### src/rtl/uvp_pkg.sv
// Shared types and constants for the UTF-8 path validator.
`default_nettype none
package uvp_pkg;

	typedef enum logic [2:0] {
		KIND_PLAIN = 3'd0,
		KIND_E0    = 3'd1,
		KIND_ED    = 3'd2,
		KIND_F0    = 3'd3,
		KIND_F4    = 3'd4
	} range_kind_t;

	localparam logic [7:0] BYTE_ZERO   = 8'h00;
	localparam logic [7:0] ASCII_MAX   = 8'h7F;
	localparam logic [7:0] LEAD2_MIN   = 8'hC2;
	localparam logic [7:0] LEAD2_MAX   = 8'hDF;
	localparam logic [7:0] LEAD3_MIN   = 8'hE0;
	localparam logic [7:0] LEAD3_MAX   = 8'hEF;
	localparam logic [7:0] LEAD3_ED    = 8'hED;
	localparam logic [7:0] LEAD4_MIN   = 8'hF0;
	localparam logic [7:0] LEAD4_MAX   = 8'hF4;
	localparam logic [7:0] CONT_MIN    = 8'h80;
	localparam logic [7:0] CONT_MAX    = 8'hBF;
	localparam logic [7:0] CONT_E0_MIN = 8'hA0;
	localparam logic [7:0] CONT_ED_MAX = 8'h9F;
	localparam logic [7:0] CONT_F0_MIN = 8'h90;
	localparam logic [7:0] CONT_F4_MAX = 8'h8F;
	localparam logic [7:0] CONT_MASK   = 8'hC0;

	typedef struct packed {
		logic [7:0] data_byte;
		logic       has_byte;
		logic       last;
	} item_t;

	typedef struct packed {
		logic  advance;
		item_t item;
	} step_ctl_t;

endpackage
`default_nettype wire

### src/rtl/uvp_if.sv
// Valid/ready channel interfaces for the validator input and result.
`default_nettype none
interface uvp_in_if;
	logic       valid;
	logic       ready;
	logic [7:0] data_byte;
	logic       has_byte;
	logic       last;

	modport source (output valid, output data_byte, output has_byte, output last, input ready);
	modport sink (input valid, input data_byte, input has_byte, input last, output ready);
endinterface

interface uvp_out_if;
	logic valid;
	logic ready;
	logic status;

	modport source (output valid, output status, input ready);
	modport sink (input valid, input status, output ready);
endinterface
`default_nettype wire

### src/rtl/uvp_state.sv
// Decoder state and per-byte UTF-8 step logic.
`default_nettype none
module uvp_state
	import uvp_pkg::*;
(
	input  wire logic      clk,
	input  wire logic      arst_n,
	input  wire step_ctl_t ctl,
	output logic           status
);

	logic [1:0]  owed_q;
	range_kind_t kind_q;
	logic        err_q;

	logic [1:0]  owed_d;
	range_kind_t kind_d;
	logic        err_d;
	logic        cont_ok;
	logic [7:0]  b;

	assign b = ctl.item.data_byte;

	always_comb begin
		case (kind_q)
			KIND_E0: cont_ok = (b >= CONT_E0_MIN) && (b <= CONT_MAX);
			KIND_ED: cont_ok = (b >= CONT_MIN) && (b <= CONT_ED_MAX);
			KIND_F0: cont_ok = (b >= CONT_F0_MIN) && (b <= CONT_MAX);
			KIND_F4: cont_ok = (b >= CONT_MIN) && (b <= CONT_F4_MAX);
			default: cont_ok = (b & CONT_MASK) == CONT_MIN;
		endcase
	end

	always_comb begin
		owed_d = owed_q;
		kind_d = kind_q;
		err_d  = err_q;
		if (ctl.item.has_byte) begin
			kind_d = KIND_PLAIN;
			if (b == BYTE_ZERO) begin
				err_d  = 1'b1;
				owed_d = 2'd0;
			end else if (owed_q != 2'd0) begin
				if (cont_ok) begin
					owed_d = owed_q - 2'd1;
				end else begin
					err_d  = 1'b1;
					owed_d = 2'd0;
				end
			end else if (b <= ASCII_MAX) begin
				owed_d = 2'd0;
			end else if ((b >= LEAD2_MIN) && (b <= LEAD2_MAX)) begin
				owed_d = 2'd1;
			end else if ((b >= LEAD3_MIN) && (b <= LEAD3_MAX)) begin
				owed_d = 2'd2;
				if (b == LEAD3_MIN) begin
					kind_d = KIND_E0;
				end else if (b == LEAD3_ED) begin
					kind_d = KIND_ED;
				end
			end else if ((b >= LEAD4_MIN) && (b <= LEAD4_MAX)) begin
				owed_d = 2'd3;
				if (b == LEAD4_MIN) begin
					kind_d = KIND_F0;
				end else if (b == LEAD4_MAX) begin
					kind_d = KIND_F4;
				end
			end else begin
				err_d = 1'b1;
			end
		end
	end

	assign status = err_d || (owed_d != 2'd0);

	always_ff @(posedge clk or negedge arst_n) begin
		if (!arst_n) begin
			owed_q <= 2'd0;
			kind_q <= KIND_PLAIN;
			err_q  <= 1'b0;
		end else if (ctl.advance) begin
			if (ctl.item.last) begin
				owed_q <= 2'd0;
				kind_q <= KIND_PLAIN;
				err_q  <= 1'b0;
			end else begin
				owed_q <= owed_d;
				kind_q <= kind_d;
				err_q  <= err_d;
			end
		end
	end

endmodule
`default_nettype wire

### src/rtl/utf8_path_validator_unit.sv
// UTF-8 path validator: input register, decoder state step, status register.
// Checks a path string one byte per transaction as RFC 3629 UTF-8 (no overlong
// forms, no surrogates, nothing above U+10FFFF) with no zero byte. Each
// transaction is registered, then run through the decoder step; a transaction
// with last set produces one status transaction (0 valid, 1 invalid, including
// a string cut off mid-sequence), registered in the status register.
// has_byte = 0 with last = 1 ends the string without a byte (an empty string
// reports valid); has_byte = 0 with last = 0 is ignored. Sustained rate is
// one transaction per cycle; the input stalls only while a status waits in
// the output register and the sink holds ready low. The decoder returns to
// its reset state after every string.
`default_nettype none
module utf8_path_validator_unit
	import uvp_pkg::*;
(
	input  wire logic  clk,
	input  wire logic  arst_n,
	uvp_in_if.sink     in_ch,
	uvp_out_if.source  out_ch
);

	logic      valid_s1;
	item_t     item_s1;
	logic      out_valid_q;
	logic      status_q;
	logic      slot_free;
	logic      s1_fire;
	logic      step_status;
	step_ctl_t ctl;

	assign slot_free    = !out_valid_q || out_ch.ready;
	assign s1_fire      = valid_s1 && (!item_s1.last || slot_free);
	assign in_ch.ready  = !valid_s1 || s1_fire;
	assign ctl.advance  = s1_fire;
	assign ctl.item     = item_s1;

	always_ff @(posedge clk or negedge arst_n) begin
		if (!arst_n) begin
			valid_s1 <= 1'b0;
		end else if (in_ch.ready) begin
			valid_s1 <= in_ch.valid;
		end
	end

	always_ff @(posedge clk) begin
		if (in_ch.ready && in_ch.valid) begin
			item_s1.data_byte <= in_ch.data_byte;
			item_s1.has_byte  <= in_ch.has_byte;
			item_s1.last      <= in_ch.last;
		end
	end

	uvp_state u_state (
		.clk    (clk),
		.arst_n (arst_n),
		.ctl    (ctl),
		.status (step_status)
	);

	always_ff @(posedge clk or negedge arst_n) begin
		if (!arst_n) begin
			out_valid_q <= 1'b0;
		end else if (slot_free) begin
			out_valid_q <= s1_fire && item_s1.last;
		end
	end

	always_ff @(posedge clk) begin
		if (s1_fire && item_s1.last) begin
			status_q <= step_status;
		end
	end

	assign out_ch.valid  = out_valid_q;
	assign out_ch.status = status_q;

endmodule
`default_nettype wire

### src/flat_wrapper.sv
// flat-port wrapper written by rule: the top's interface ports become plain ports
module utf8_path_validator_unit_flat import uvp_pkg::*;
  (clk, arst_n, in_ch_valid, in_ch_data_byte, in_ch_has_byte, in_ch_last, in_ch_ready, out_ch_valid, out_ch_status, out_ch_ready);
  uvp_in_if in_ch_i ();
  uvp_out_if out_ch_i ();
  input  wire logic clk;
  input  wire logic arst_n;
  input wire logic [$bits(in_ch_i.valid)-1:0] in_ch_valid;
  input wire logic [$bits(in_ch_i.data_byte)-1:0] in_ch_data_byte;
  input wire logic [$bits(in_ch_i.has_byte)-1:0] in_ch_has_byte;
  input wire logic [$bits(in_ch_i.last)-1:0] in_ch_last;
  output wire logic [$bits(in_ch_i.ready)-1:0] in_ch_ready;
  output wire logic [$bits(out_ch_i.valid)-1:0] out_ch_valid;
  output wire logic [$bits(out_ch_i.status)-1:0] out_ch_status;
  input wire logic [$bits(out_ch_i.ready)-1:0] out_ch_ready;
  assign in_ch_i.valid = in_ch_valid;
  assign in_ch_i.data_byte = in_ch_data_byte;
  assign in_ch_i.has_byte = in_ch_has_byte;
  assign in_ch_i.last = in_ch_last;
  assign in_ch_ready = in_ch_i.ready;
  assign out_ch_valid = out_ch_i.valid;
  assign out_ch_status = out_ch_i.status;
  assign out_ch_i.ready = out_ch_ready;
  utf8_path_validator_unit u_core (.clk(clk), .arst_n(arst_n), .in_ch(in_ch_i), .out_ch(out_ch_i));
endmodule
### config.mk
export PLATFORM = sky130hd
export DESIGN_NAME = utf8_path_validator_unit_flat
export DESIGN_NICKNAME = d
export VERILOG_FILES = /design/src/rtl/uvp_pkg.sv /design/src/rtl/uvp_if.sv /design/src/rtl/uvp_state.sv /design/src/rtl/utf8_path_validator_unit.sv /design/src/flat_wrapper.sv
export SDC_FILE = /design/constraint.sdc
export NUM_CORES = 1
export LEC_CHECK = 0
export BUFFER_PORTS_ARGS = -buffer_cell sky130_fd_sc_hd__clkbuf_2
export CORE_MARGIN = 4
export CORE_UTILIZATION = 53
export CTS_CLUSTER_DIAMETER = 50
export DETAILED_ROUTE_END_ITERATION = 8
export MAX_ROUTING_LAYER = met4
export PLACE_DENSITY = 0.79
export SYNTH_ARGS = -nofsm -noshare
export SYNTH_HDL_FRONTEND = slang
export SYNTH_SLANG_ARGS = --single-unit
### constraint.sdc
create_clock -name clk -period 2.6 [get_ports clk]
set_input_delay 0.39 -clock clk [delete_from_list [all_inputs] [get_ports clk]]
set_output_delay 0.39 -clock clk [all_outputs]
set_load 0.02 [all_outputs]
==> results of run 1 <==
## through the flow
| stage | std cells | total power [mW] |
|---|---|---|
| global placement | 125 | 0.456 |
| detailed placement | 125 | 0.460 |
| CTS | 130 | 0.602 |
| finish | 130 | 0.596 |
| global route | 130 | 0.633 |
| floorplan | 85 | 0.430 |
## report_power, final
group	switching [mW]	internal, mW
Sequential	0.0251	0.343
Clock	0.0803	0.0595
Combinational	0.0468	0.0411
Total	0.152	0.444
## cell families (layout without fill, tap and decap cells)
group | count (synthesis) | count (layout) | synth area share (%)
and+or+nand+nor | 34 | 34 | 21.7
xor gates and xnor gates | 1 | 1 | 0.893
AOI/OAI and AO/OA | 24 | 24 | 19.0
DFF | 19 | 19 | 54.1
adders and majority gates | 1 | 1 | 1.28
buffers and inverters | 6 | 26 | 3.06
## layer usage
| layer | global-route usage [%] | vias up | share of wire [%] |
|---|---|---|---|
| met2 | 27.7 | 26 | 49 |
| li1 | - | 372 | - |
| met5 | - | - | 0 |
| met3 | 3.50 | 2 | 5.4 |
| met1 | 21.5 | 352 | 45 |
| met4 | 4.04 | 0 | 0.76 |
## worst min path at each step
stage	startpoint	end	slack (ns)	depth (start not counted)
2_1_floorplan	arst_n	u_core.out_ch.valid$_DFFE_PN0P_	0.09	0
3_5_place_dp	arst_n	u_core.u_state.kind_q[2]$_DFFE_PN0P_	0.25	1
4_1_cts	in_ch_data_byte[7]	u_core.ctl[9]$_DFFE_PP_	0.27	1
5_1_grt	in_ch_data_byte[2]	u_core.ctl[4]$_DFFE_PP_	0.25	1
3_3_place_gp	arst_n	u_core.u_state.kind_q[2]$_DFFE_PN0P_	0.25	1
6_report	in_ch_data_byte[6]	u_core.ctl[8]$_DFFE_PP_	0.28	1
## worst register-to-register path, cell delays in order (launching register included)
cell and delay [ns]:
sky130_fd_sc_hd__edfxtp_1 0.56, sky130_fd_sc_hd__or4_1 0.59, sky130_fd_sc_hd__o21ai_4 0.18, sky130_fd_sc_hd__or3_1 0.13
sky130_fd_sc_hd__o32a_2 0.14, sky130_fd_sc_hd__o211ai_2 0.08
## Yosys cell counts, drive strengths merged
master and n:
o211ai 1, nor2 5, or4 2, and4b 1, o22ai 2, a211oi 1
xor2 1, o31ai 3, nand3 2, dfrtp 8, ha 1, o21ai 5
nor2b 1, a21oi 3, o21a 2, nor4bb 1, or3 1, and2 2
nand4b 2, a2111o 1, edfxtp 11, nand3b 1, nand2 7, buf 1
or3b 1, nand2b 2, o32ai 1, a31oi 2, o32a 2, o211a 1
nor4 2, inv 5, nor3 4
## state kept, by name, indices dropped and copies added (netlist names)
register               cells
u_core.out_ch.valid        1
u_core.valid_s1            1
u_core.u_state.owed_q      2
u_core.u_state.kind_q      3
u_core.u_state.err_q       1
u_core.out_ch.status       1
u_core.ctl                10
## area by class of cell
type                    count  share of cell area [%]
flip-flops and latches     19                    47.5
clock buffers               4                    2.35
multi-input cells          60                    37.6
well taps                  25                    2.80
repair buffers             17                    8.06
inverters                   5                    1.68
## timing repair
item | in CTS | in global routing
endpoints found under the hold margin | 8 | 0
hold buffers | 1 | 0
setup buffers | 0 | 0
==> results.md, run 1 <==
CTS:
- The quantity of gates resized following cts is 0.
- The buffer type at the clock tree root is sky130_fd_sc_hd__clkbuf_4.
- The clock slew seen by the registers of the worst setup and hold paths is 0.10 ns.
- In this run the number of H-tree levels came out at 1.
- CTS saw 19 sinks.
- TritonCTS created 3 clock buffers.
- TritonCTS built the clock tree.
- The number of buffers on the longest clock path is 2.
- The clock latency at the later pin of the worst-skew pair is approximately 0.28 ns.

STA:
- The final-layout setup total negative slack is 0 ns.
- The slew of the pin with the lowest slew margin is 0.581 ns.
- In the finished design, the share of the clock period the worst path needs comes to 74.6%.
- Measured against its own limit, the worst slew margin works out to between 60 and 70%.
- Setup violations remaining at the end of the flow were counted as 0.
- The final critical-path required period is 1.94 ns.
- The post-route worst hold slack is roughly 0.28 ns.
- The final-report hold violation count is 0.
- Setup repair after global routing left no endpoint under its margin.
- The smallest setup slack after layout is about 0.66 ns.
- The final max-slew violation count is 0.
- Derived from the worst setup path, the maximum achievable clock frequency is slightly above 0.5 GHz.
- The clock skew after layout is about 0.0052 ns.

Worst setup path:
- The critical path contains buffers and inverters numbering 0 combined.
- The worst flop-to-flop path endpoint is u_core.out_ch.status$_DFFE_PP_.
- The startpoint of the worst setup timing path is u_core.ctl[6]$_DFFE_PP_.
- The setup slack of the most critical reg-to-reg path is between 0.6 and 0.7 ns.
- The worst-case reg-to-reg path depth is 5.
- Data arrives at the worst endpoint at 1.97 ns.
- Traced cell by cell, the critical path runs through or4_1 > o21ai_4 > or3_1 > o32a_2 > o211ai_2.
- For this design, the slowest cell found on the critical path is sky130_fd_sc_hd__or4_1.
- The worst setup path is captured at a flip-flop.
- The data required time of the worst path is between 2 and 3 ns.
- STA classifies the critical path startpoint as a flip-flop.
- The termination of the worst setup path is u_core.out_ch.status$_DFFE_PP_.
- The maximum fanout along the worst path is 10.
- The critical path class is reg2reg.
- The kind of cell adding the most delay to the critical path is simple AND/OR/NAND/NOR gates.
- The stage delay of the slowest cell on the critical path is 0.59 ns.
- The worst register-to-register path begins at u_core.ctl[6]$_DFFE_PP_.
- In this run the number of cells on the critical path is 5.

GRT:
- The initial antenna violation count is 0.
- After global routing the overflow that remains totals 0.
- The total track usage is 16.9%.
- The first-pass GRT wire length is 3240 µm.
- Entering global routing, the biggest net connects 11 pins.
- The via count of the first global-routing pass is 780.

Cells and area:
- The area of all sequential standard cells is 531 µm².
- The repair_antennas step left the layout with diodes totalling 0.
- The fraction of final layout cells with drive strength greater than 1 is between 20% and 30%.
- In the layout the commonest cells are sky130_fd_sc_hd__clkbuf_2, sky130_fd_sc_hd__edfxtp_1, sky130_fd_sc_hd__dfrtp_1, sky130_fd_sc_hd__nand2_1.
- The multi-input combinational cells in the finished layout cover a total of 420 µm².
- The number of inserted filler cells in the final layout is 142.
- After the last flow step, the layout net total stands at ~120.
- The most common cell after layout, fill and taps aside is sky130_fd_sc_hd__clkbuf_2.
- The final cell utilization of the core is 64.0%.
- The finished cells cover 0.00112 mm².
- The relative area change from synthesis to final layout is 13.9%.

Routing:
- After detailed routing, the average wire length per cell comes to around 14 µm.
- The number of nets with antenna violations after detailed routing is 0.
- The first detailed-routing pass ran for 4 iterations.
- For this block, the initial DRC count from the detailed router was 18.
- For this block, the routed nets add up to 1840 µm of wire.
- Using the TritonRoute via totals, the vias-per-cell ratio works out to 5.78.
- In the routed design, unresolved DRC markers number 0.
- The final route contains 752 vias.

Die:
- The floorplan step defined a die boundary enclosing 0.00260 mm².
- The initial utilization of the core area, before any placement, comes to 56.2%.
- The core area is 0.00175 mm².
- In this run the count of I/O pins placed on the die edge is 17.
- The vertical extent of the die is 51.0 µm.
- The placement row count is 15.
- In this run the horizontal extent of the chip is 51.0 µm.

Logic synthesis:
- After synthesis the cells add up to 981 µm².
- The synthesized net count is 100.
- The post-synthesis sequential element count is 19.
- The number of warnings reported in the yosys synthesis log is 0.
- Of all cell types, the one taking the most synthesized area is sky130_fd_sc_hd__edfxtp_1.
- The top cell type's share of synthesized area is between 30% and 40%.
- Yosys attributes the largest share of cell area to sky130_fd_sc_hd__edfxtp_1, sky130_fd_sc_hd__dfrtp_1, sky130_fd_sc_hd__nand2_1.
- After technology mapping, the gate count stands at 85.
- The synthesized netlist contains 37 unique library cells.
- In this run the mean area of a mapped cell was 11.5 µm².
- For this run, the register share of the synthesized area comes to about 54%.

Place:
- Buffers placed on the I/O ports in this run total 16.
- The HPWL after detailed placement is 1390 µm.
- The last weighted congestion value of the routability-driven placer is 0.777.
- The worst slack at placement is 0.669 ns.
- The area of placed instances is 0.00108 mm².

Power and ir drop:
- The leakage power is around 0.44 nW.
- The peak supply drop is 0.444 mV.
- The power per standard cell area is around 530 mW/mm².

Run status:
- The flow ran to the end, and the final reports show no timing, DRC or antenna violations.

Min path:
- The worst min-delay path category is in2reg.

Flow run:
- Max-cap violations in this run came to 0.
Note: power is estimated with default switching activity, not from simulation.
==> inputs of run 2 (changes only) <==
clock period = 1.9 ns   (was 2.6 ns; I/O delays follow)
==> run 2 against run 1 <==
Against the previous run: routed wire length grew 1.6%; utilization grew 3.7 points; critical endpoint unchanged; clock power increased by 50%; via count grew 4.3%; worst setup slack got worse by 0.58 ns; die area did not move; sequential share of layout area down 2.6 points; clock skew increased by 0.010 ns; largest power group unchanged; hold slack got worse by 0.12 ns; power increased by 43%.
==> results.md, run 2 (synthesis results as in run 1) <==
STA:
- The post-route worst hold slack is 0.156 ns (-0.120 ns).
- The smallest setup slack after layout is 0.0772 ns (-0.582 ns).
- The final worst-path cycle share was 95.9% (+21 points).
- The slew of the pin with the lowest slew margin is 0.610 ns (+0.0294 ns).
- The final-report hold violation count is 0 (unchanged).
- The final critical-path required period is 1.82 ns (-0.118 ns).
- The setup violation total in the final timing report was 0 (unchanged).
- The final-layout setup total negative slack is 0 ns (unchanged).
- The final max-slew violation count came to 0 (unchanged).
- The achievable clock frequency is 0.549 GHz (+6.5%).
- The clock skew after layout is 0.0153 ns (+0.0101 ns).
- The worst slew margin relative to its limit was 58.9% (-2.0 points).

Cells and area:
- Leaving out fill and tap cells, the most frequent cells in the layout are sky130_fd_sc_hd__clkbuf_2, sky130_fd_sc_hd__edfxtp_1, sky130_fd_sc_hd__buf_4, sky130_fd_sc_hd__dfrtp_1, sky130_fd_sc_hd__nand2_1.
- The area of all placed cells without fillers is 0.00118 mm² (+5.7%).
- The final non-filler cell total was 138 (+6.2%).
- The final-stage net count is 129 (+6.6%).
- The number of inserted filler cells in the final layout is 135 (-4.9%).
- The fraction of final layout cells with drive strength greater than 1 is 31.0% (+6.2 points).
- The diode insertion count for antenna repair came to 0 (unchanged).
- The relative area change from synthesis to final layout is 20.4%.
- The flip-flop count of the largest register after layout is 10 (unchanged).
- Leaving out fill and tap cells, the most frequent cell in the layout is sky130_fd_sc_hd__clkbuf_2.

Place:
- The worst slack at placement is 0.0873 ns (-0.582 ns).
- The last weighted congestion value of the routability-driven placer is 0.839 (+8.0%).
- The count of buffers inserted at the top-level ports is 16 (unchanged).
- The area of placed instances came to 0.00112 mm² (+3.5%).
- The number of placed cells counting well taps was 130 (+4.0%).
- The detailed placement HPWL is 1410 µm (+1.6%).

Power and ir drop:
- The net switching power of the design is 231 µW (+52%).
- The peak supply drop is 0.629 mV (+42%).
- The leakage power is 0.473 nW (+8.7%).
- The fraction of power spent switching nets is 27.1% (+1.6 points).
- The clock share of power is 24.6% (+1.1 points).
- The fraction of power consumed by combinational cells is 17.1% (+2.4 points).
- The power per standard cell area is 720 mW/mm² (+35%).
- The internal cell power came to 620 µW (+40%).
- The sequential group share of total power was 58.3% (-3.5 points).

Routing:
- The DRC violation count after routing is 0 (unchanged).
- The routed via count is 784 (+4.3%).
- The number of design-rule violations left by the first detailed-router iteration is 13 (-5).
- The total iterations of the first detailed-routing run was 4 (unchanged).
- The wire length per cell is 13.5 µm (-4.3%).
- The per-cell via count in the routed design is 5.68 (-1.8%).
- The total routed wirelength is 1860 µm (+1.6%).
- The number of nets with antenna violations after detailed routing is 0 (unchanged).

Worst setup path:
- The critical path goes through buf_4 > nor4_4 > nor2_1 > or3_1 > o32a_2 > o211ai_2.
- The number of buffer and inverter stages on the critical path is 1 (+1).
- The worst reg2reg path startpoint is u_core.ctl[6]$_DFFE_PP_.
- The worst-case reg-to-reg path depth is 6 (+1).
- The data arrival at the endpoint of the critical path is 1.99 ns (+0.02 ns).
- The number of stages on the worst setup path is 6 (+1).
- The setup slack of the most critical reg-to-reg path came to 0.08 ns (-0.58 ns).
- The maximum fanout along the worst path is 7 (-3).
- On the critical path, the stage with the largest delay is an instance of sky130_fd_sc_hd__edfxtp_1.
- The sort of element at the end of the critical path is a flip-flop.
- In this run the critical register-to-register path is captured at u_core.out_ch.status$_DFFE_PP_.
- STA classifies the critical path startpoint as a flip-flop.
- The stage delay of the slowest cell on the critical path is 0.50 ns (-0.09 ns).
- The kind of cell adding the most delay to the critical path is simple AND/OR/NAND/NOR gates.
- The data required time of the worst path was 2.07 ns (-0.56 ns).
- The critical path class is reg2reg.

Run status:
- The run finished with clean final reports.

CTS:
- The clock latency at the later pin of the worst-skew pair is 0.31 ns (+0.03 ns).
- The clock slew seen by the registers of the worst setup and hold paths is 0.12 ns (+0.02 ns).
- The number of buffers created by CTS came to 3 (unchanged).
- The number of clock sinks is 19 (unchanged).
- The number of buffers on the longest clock path is 2 (unchanged).
- TritonCTS built the clock tree.
- The tree is rooted in a sky130_fd_sc_hd__clkbuf_4.
- The level count of the clock H-tree is 1 (unchanged).

GRT:
- The via count of the first global-routing pass is 739 (-5.3%).
- The first-pass GRT wire length is 3150 µm (-2.8%).
- The initial antenna violation count is 0 (unchanged).
- The leftover overflow at the end of global routing is 0 (unchanged).
- The total track usage is 16.6% (-0.32 points).
- The largest net degree at the start of global routing was 13 (+2).

Min path:
- The number of cells traversed by the worst hold path came to 1 (unchanged).
- The startpoint of the lowest-slack hold path is in_ch_data_byte[4].
- The worst hold path terminates at u_core.ctl[6]$_DFFE_PP_.
- In this run the worst hold path is classified as in2reg.

Die:
- The overall die width is 51.0 µm (unchanged).
- The core area was 0.00175 mm² (unchanged).
- The initial cell density of the core is 56.2% (unchanged).
- The area of the die is 0.00260 mm² (unchanged).
- The number of top-level pins is 17 (unchanged).
- The placement row count is 15 (unchanged).
- The vertical extent of the die is 51.0 µm (unchanged).

Flow run:
- The max-capacitance violation count is 0 (unchanged).
run 2: area by class of cell:
type	instances	area (µm²)	area share, %
tap	25	31.3	2.65
clock inverter	1	7.51	0.636
clock buffer	3	22.5	1.91
sequential	19	531	44.9
timing repair buffer	25	150	12.7
inverter	5	18.8	1.59
multi-input combinational	60	420	35.6
run 2: how the worst max path moves through the flow:
stage,startpoint,to,slack [ns]
global route,u_core.ctl[6]$_DFFE_PP_,u_core.out_ch.status$_DFFE_PP_,-0.03
floorplan,u_core.ctl[5]$_DFFE_PP_,u_core.out_ch.status$_DFFE_PP_,0.09
global placement,u_core.ctl[6]$_DFFE_PP_,u_core.out_ch.status$_DFFE_PP_,0.11
detailed placement,u_core.ctl[6]$_DFFE_PP_,u_core.out_ch.status$_DFFE_PP_,0.09
CTS,u_core.ctl[6]$_DFFE_PP_,u_core.out_ch.status$_DFFE_PP_,0.08
finish,u_core.ctl[6]$_DFFE_PP_,u_core.out_ch.status$_DFFE_PP_,0.08
run 2: worst register-to-register path, delay by kind of cell, from the launching register on:
family	cells	cell delay, ns
buf+inv	1	0.20
compound gates	2	0.27
simple gates	3	0.72
flops	1	0.50
run 2: stage by stage:
step | util (%) | total power, mW
2_1_floorplan | - | 0.589
3_3_place_gp | 64.1 | 0.637
3_5_place_dp | 64.1 | 0.641
4_1_cts | 66.4 | 0.853
5_1_grt | 67.7 | 0.900
6_report | 67.7 | 0.850
run 2: timing repair:
| item | in CTS | in global routing |
|---|---|---|
| hold buffers | 1 | 0 |
| buffers inserted | 0 | 3 |
| endpoints found under the hold margin | 8 | 0 |
| resized for setup | 0 | 0 |
| setup endpoints to repair | 0 | 2 |
run 2: power by group through the flow:
stage               registers (mW)  logic, mW  clock network [mW]
CTS                          0.495      0.139               0.219
global placement             0.503      0.133                   0
finish                       0.496      0.145               0.210
global route                 0.500      0.162               0.238
detailed placement           0.504      0.137                   0
floorplan                    0.507     0.0823                   0
run 2: layer usage:
metal	wire length, µm	GRT usage [%]
met1	827	20.9
met2	922	26.0
met3	103	6.12
met4	10	2.69
met5	0	-
